<file path="src/sv/lif_ram.sv">
module lif_ram #(
    parameter int WIDTH = 8,
    parameter int DEPTH = 16
) (
    input  logic                                     clk,
    input  logic                                     wr_en,
    input  logic [((DEPTH > 1) ? $clog2(DEPTH) : 1)-1:0] wr_addr,
    input  logic [WIDTH-1:0]                         wr_data,
    input  logic                                     rd_en,
    input  logic [((DEPTH > 1) ? $clog2(DEPTH) : 1)-1:0] rd_addr,
    output logic [WIDTH-1:0]                         rd_data
);

    logic [WIDTH-1:0] mem_reg [DEPTH];
    logic [WIDTH-1:0] rd_data_reg;

    // Write port
    always_ff @(posedge clk)
    begin
        if (wr_en)
        begin
            mem_reg[wr_addr] <= wr_data;
        end
    end

    // Registered read port; old data on a read-during-write
    always_ff @(posedge clk)
    begin
        if (rd_en)
        begin
            rd_data_reg <= mem_reg[rd_addr];
        end
    end

    assign rd_data = rd_data_reg;

endmodule

</file>
<file path="config.mk">
export PLATFORM = sky130hd
export DESIGN_NAME = lif_ram
export DESIGN_NICKNAME = d
export VERILOG_FILES = /design/src/sv/lif_ram.sv
export SDC_FILE = /design/constraint.sdc
export NUM_CORES = 1
export LEC_CHECK = 0
export BUFFER_PORTS_ARGS = -buffer_cell sky130_fd_sc_hd__buf_2
export CORE_ASPECT_RATIO = 1.2
export CORE_MARGIN = 2
export CORE_UTILIZATION = 46
export CTS_CLUSTER_DIAMETER = 80
export CTS_CLUSTER_SIZE = 16
export DETAILED_ROUTE_END_ITERATION = 12
export PLACE_DENSITY = 0.71
export SYNTH_ARGS = -nofsm -noshare
export SYNTH_HDL_FRONTEND = slang
export SYNTH_SLANG_ARGS = --single-unit
</file>
<file path="constraint.sdc">
create_clock -name clk -period 1.65 [get_ports clk]
set_input_delay 0.0825 -clock clk [delete_from_list [all_inputs] [get_ports clk]]
set_output_delay 0.0825 -clock clk [all_outputs]
set_load 0.03 [all_outputs]
</file>
==> impl_results.md, run 1 <==
- Reg2reg setup slack: 0.14 ns
- Synth top area share: 78.1%
- Sequential cell area fraction in the yosys report: 78.1%
- Worst path buffer plus inverter count: 0
- Antenna-violating nets left: 0
- HP Start: rd_en
- Max Freq: 661 MHz
- Via/cell ratio: 5.76
- Max Clock Skew: 0.00504 ns
- Clk slew on worst S/H paths: 0.06 ns
- Required @ worst endpoint: 1.80 ns
- Die area: 12200 sq um
- Most used DFF post-synth: edfxtp_1
- Most common cell in the netlist: edfxtp_1
- Resize count post-CTS: 0
- Post-CTS setup buffer count: 0
- Register area: 4080 sq um
- Area share of and/or/nand/nor cells after synthesis: 3.14%
- Pin count of the biggest net entering global routing: 19
- Ant. Diodes: 0
- Worst path arrival time: 1.66 ns
- CTS tree: yes
- Post-synthesis mux area share: 14.8%
- DRC: 0
- Critical-path cell with the highest stage delay: mux4_1
- Largest stage delay, worst path: 0.55 ns
- Top post-synthesis cells by area: edfxtp_1 78%, mux4_2 7.8%, mux4_1 7.0%, a22oi_1 2.3%, nor2_1 0.93%
- First-pass GRT wire length: 15300 microns
- Wirelength per Cell: 22.8 microns
- Starting Density: 47.4%
- Layout net count: 309
- Core area: 11000 sq um
- Die X: 101 microns
- Worst setup EP type: flop
- Clock latency at the later pin of the worst-skew pair: 0.40 ns
- Die Ht: 121 microns
- Clock root buffer: clkbuf_16
- Final setup fails: 0
- Crit start category: flop
- Final wirelength: 9920 microns
- Register bit total from synthesis: 136
- Xor and xnor area share after synthesis: 0%
- Fin. Hold Viols: 0
- Cts bufs inserted: 17
- Status: complete, no violations
- Fillers: 805
- RD Place Congestion: 0.833
- Layout cells sized above 1: 31.7%
- Synth Area in Compound Gates: 2.30%
- Asr flop ratio synth: 0%
- Critical path's top delay family: multiplexers
- Cell Chain, Critical Path: mux4_1 -> a22oi_1 -> nand2_1
- HP Class: in2reg
- I/O Buffers: 26
- Crit-path max FO: 1
- Final Critical Period: 1.51 ns
- Post-DP HPWL: 6350 microns
- Total Power: 8.42 mW
- Initial antenna violation count: 0
- Synth top cells by count: 136 x edfxtp_1, 18 x mux4_2, 16 x a22oi_1
- Post-synth EDFFs: 136
- Std cell rows: 42
- PD cells: 1330 nW/um^2
- Post-synth top area cell: edfxtp_1
- Area grow syn2layout: 21.0%
- Reg2reg start: mem_reg[5][3]$_DFFE_PP_
- CTS Sinks: 136
- Area of the multi-input gates: 1060 sq um
- Unrepaired setup endpoints after global routing: false
- Setup TNS: 0 ns
- Drt initial violations: 230
- Worst slew pin tran: 0.394 ns
- Critical Path Start: mem_reg[5][3]$_DFFE_PP_
- Largest family of logic cells by synthesized area: multiplexers
- Maxcap violations: 0
- Leak: 2.18 nW
- Final Max Tran Viols: 0
- Number of global-route vias before repair: 2622
- Relative slew margins: 73.7%
- Synth Net Count: 248
- Post-Syn Area: 5230 sq um
- Via count: 2505
- Unique masters post-synth: 18
- Gr ovfl total: 0
- Kind of critical path: reg2reg
- Tcrit/Tclk final: 91.7%
- Buffer depth of the longest clock path: 2
- Router iterations before antenna repair: 4
- YS warnings: 0
- WHS: 0.0302 ns
- Synth Area in Adders: 0%
- Hold Buf Count CTS: 0
- Peak supply drop: 804 uV
- Tot GR Track Use: 18.0%
- I/O pin count: 27
- H-tree depth: 4
- Cell count after synthesis: 229
- Largest register FFs: 128
- Synth Area per Inst: 22.8 sq um
worst reg2reg max path, stage by stage (launching register included):
cell and delay, ns:
edfxtp_1 0.36, mux4_1 0.55, a22oi_1 0.25, nand2_1 0.10
power by group:
part / switching (mW) / internal, mW
logic: 0.237 / 0.167
clock network: 1.29 / 2.81
registers: 0.0180 / 3.89
total: 1.54 / 6.87
metal layers:
layer | routed length, microns | global-route usage [%] | vias to the layer above
li1 | - | - | 1103
met1 | 4000 | 22.9 | 1288
met2 | 5100 | 28.7 | 99
met3 | 668 | 6.42 | 15
met4 | 152 | 6.50 | 0
met5 | 0 | 0 | -
layout by cell type, fill, tap and decap left out, drive strengths merged, types with 2 or more instances in the layout:
master,netlist,routed
clkbuf,0,21
bufinv,0,6
nand2b,2,2
edfxtp,136,136
clkinv,0,5
nor3,4,4
nor2,13,13
nand3b,2,2
nand2,9,9
a22oi,16,16
mux4,32,32
buf,7,52
cell families after synthesis:
family,Yosys count
simple gates,35
compound gates,16
flops,136
buf+inv,10
mux,32
final cells by class:
| class | instances | area share, % |
|---|---|---|
| flip-flops and latches | 136 | 64.6 |
| well taps | 132 | 2.61 |
| repair buffers | 52 | 5.94 |
| clock inverters | 11 | 3.19 |
| multi-input cells | 83 | 16.7 |
| clock buffers | 21 | 6.96 |
worst paths after layout:
check,to,cells past startpoint
min reg2reg,rd_data[5]$_DFFE_PP_,3
max,rd_data[3]$_DFFE_PP_,3
max reg2reg,rd_data[3]$_DFFE_PP_,3
min,rd_data[7]$_DFFE_PP_,1
per-stage QoR:
| step | util (%) | std cells | cell area, sq um | setup slack (ns) |
|---|---|---|---|---|
| final | 57.3 | 435 | 6320 | 0.137 |
| after global routing | 57.3 | 435 | 6320 | 0.0829 |
| after CTS | 57.3 | 435 | 6320 | 0.151 |
| after detailed placement | 51.5 | 403 | 5680 | 0.0183 |
| after global placement | 51.5 | 403 | 5680 | 0.0499 |
| after floorplan | - | 229 | 5230 | 0.0746 |
(Power assumes the default switching activity.)
==> run 2: changes to the inputs <==
--- a/config.mk
+++ b/config.mk
@@ -9,6 +9,7 @@
 export CORE_ASPECT_RATIO = 1.2
 export CORE_MARGIN = 2
 export CORE_UTILIZATION = 46
+export CTS_BUF_LIST = sky130_fd_sc_hd__clkbuf_4
 export CTS_CLUSTER_DIAMETER = 80
 export CTS_CLUSTER_SIZE = 16
 export DETAILED_ROUTE_END_ITERATION = 12
==> constraint.sdc (replaced) <==
create_clock -name clk -period 1.54 [get_ports clk]
set_input_delay 0.077 -clock clk [delete_from_list [all_inputs] [get_ports clk]]
set_output_delay 0.077 -clock clk [all_outputs]
set_load 0.03 [all_outputs]
==> run 2 against run 1 <==
Routed wire length fell by 0.37%. Clock power is 27% lower. First-iteration DRC count is 4.3% higher. Maximum frequency increased by 0.88%. Critical path depth unchanged. Non-clock buffer count is 7 higher. Sequential share of layout area grew 1.8 points. Critical endpoint is now rd_data[6]$_DFFE_PP_. Global-route usage fell by 0.32 points. Clock skew rose by 0.018 ns. Combinational power up 12%. Total power fell by 9.4%. Hold slack better by 0.083 ns.
==> impl_results.md, run 2 (synthesized netlist as in run 1, its figures left out) <==
- Status: complete, no violations
- Initial antenna violation count: 0
- Setup crit end: rd_data[6]$_DFFE_PP_
- Worst path buffer plus inverter count: 0
- Buffer depth of the longest clock path: 2
- Maxcap violations: 0
- Die area: 12200 sq um
- Ant. Diodes: 0
- Antenna-violating nets left: 0
- Gr ovfl total: 0
- Worst slew pin tran: 0.455 ns
- Clock latency at the later pin of the worst-skew pair: 0.52 ns
- Final Max Tran Viols: 0
- Wirelength per Cell: 22.4 microns
- Total Power: 7.62 mW
- Crit-path max FO: 1
- Wire length on met3: 606 microns
- Critical-path cell with the highest stage delay: mux4_2
- Kind of critical path: reg2reg
- Final wirelength: 9890 microns
- R2r worst-path depth: 3
- First-pass GRT wire length: 15200 microns
- I/O Buffers: 26
- Fin. Hold Viols: 0
- Via count: 2512
- Fillers: 842
- WHS: 0.113 ns
- Area grow syn2layout: 17.7%
- PD cells: 1240 nW/um^2
- Critical Path Stages: 3
- Commonest non-fill, non-tap cells in the layout: 136 x edfxtp_1, 26 x buf_2, 20 x buf_4
- Worst setup EP type: flop
- Starting Density: 47.4%
- I/O pin count: 27
- Setup TNS: 0 ns
- Commonest non-fill, non-tap cell in the layout: edfxtp_1
- Via/cell ratio: 5.68
- Tot GR Track Use: 17.7%
- Unrepaired setup endpoints after global routing: false
- Leak: 2.09 nW
- Std cell rows: 42
- Post-layout util: 55.8%
- Relative slew margins: 69.6%
- Max Clock Skew: 0.0230 ns
- Critical path's top delay family: multiplexers
- Reg2reg setup slack: 0.04 ns
- Final std cells w/o fill: 442
- Critical R2R Capture: rd_data[6]$_DFFE_PP_
- Layout cells sized above 1: 32.6%
- Reg2reg start: mem_reg[3][6]$_DFFE_PP_
- Peak supply drop: 547 uV
- Post-Place Cells: 401
- Largest register FFs: 128
- Drt initial violations: 240
- CTS tree: yes
- DRC: 0
- Worst path arrival time: 1.78 ns
- Max Freq: 667 MHz
- Cts bufs inserted: 17
- Post-DP HPWL: 6540 microns
- HP Class: in2reg
- Die X: 101 microns
- Die Ht: 121 microns
- Layout net count: 316
- Clk slew on worst S/H paths: 0.12 ns
- CTS Sinks: 136
- Largest stage delay, worst path: 0.48 ns
- Pin count of the biggest net entering global routing: 20
- Final setup fails: 0
- Crit start category: flop
- Router iterations before antenna repair: 4
- Clock root buffer: clkbuf_4
- Critical Path Start: mem_reg[3][6]$_DFFE_PP_
- Required @ worst endpoint: 1.82 ns
- Tcrit/Tclk final: 97.4%
- H-tree depth: 4
- Cell Chain, Critical Path: mux4_2 -> a22oi_1 -> nand2_1
- Number of global-route vias before repair: 2569
- RD Place Congestion: 0.790
- Top sig layer: met4
- Final Critical Period: 1.50 ns
- Met2 Wirelength: 5000 microns
- Core area: 11000 sq um
- M1 WL: 4180 microns
==> run 2: changes by cell type in the layout (fill, tap and decap cells not counted), moves of 2 or more <==
cell and change:
buf_4 -2, clkbuf_1 -4, clkbuf_16 -17, clkbuf_4 +18, clkinv_4 +2, dlygate4sd3_1 +9
==> run 2: layout make-up <==
cell class	count	area, sq um	area share, %
Sequential cell	136	4080	66.4
Multi-Input combinational cell	83	1070	17.3
Timing Repair Buffer	59	450	7.32
Clock inverter	14	253	4.11
Tap cell	132	165	2.68
Clock buffer	18	135	2.20
==> run 2: per-stage QoR <==
stage	setup WS [ns]	cell area (sq um)
CTS	0.0203	6150
global route	0.00612	6150
global placement	-0.117	5670
detailed placement	-0.136	5670
floorplan	0.181	5230
finish	0.0405	6150
==> run 2: worst min-delay path by stage <==
stage / from / end / slack (ns) / cells after the start
CTS: wr_addr[0] / mem_reg[0][5]$_DFFE_PP_ / 0.05 / 3
floorplan: wr_data[0] / mem_reg[0][0]$_DFFE_PP_ / 0.18 / 0
finish: wr_addr[0] / mem_reg[0][3]$_DFFE_PP_ / 0.11 / 3
detailed placement: rd_en / rd_data[3]$_DFFE_PP_ / 0.45 / 1
global placement: rd_en / rd_data[3]$_DFFE_PP_ / 0.46 / 1
global route: wr_addr[0] / mem_reg[0][5]$_DFFE_PP_ / 0.08 / 3
==> run 2: power by group <==
part           total [mW]  internal, mW  switching (mW)
Clock                2.99          1.79            1.20
Combinational       0.452         0.194           0.258
Sequential           4.18          4.16          0.0196
==> run 2: worst min-delay path, stage by stage <==
cell and delay (ns):
buf_2 0.14, nor3_2 0.05, buf_4 0.17
==> run 2: what timing repair did <==
item,CTS,global route
resized for setup,0,1
hold endpoints to repair,136,0
setup endpoints to repair,0,1
hold buffers,9,0
setup buffers,0,0
==> run 2: per-layer routing <==
layer  global-route usage [%]  vias up
li1                         -     1116
met4                     5.07        0
met3                     4.91        8
met2                     27.4       87
met1                     24.9     1301
met5                        0        -
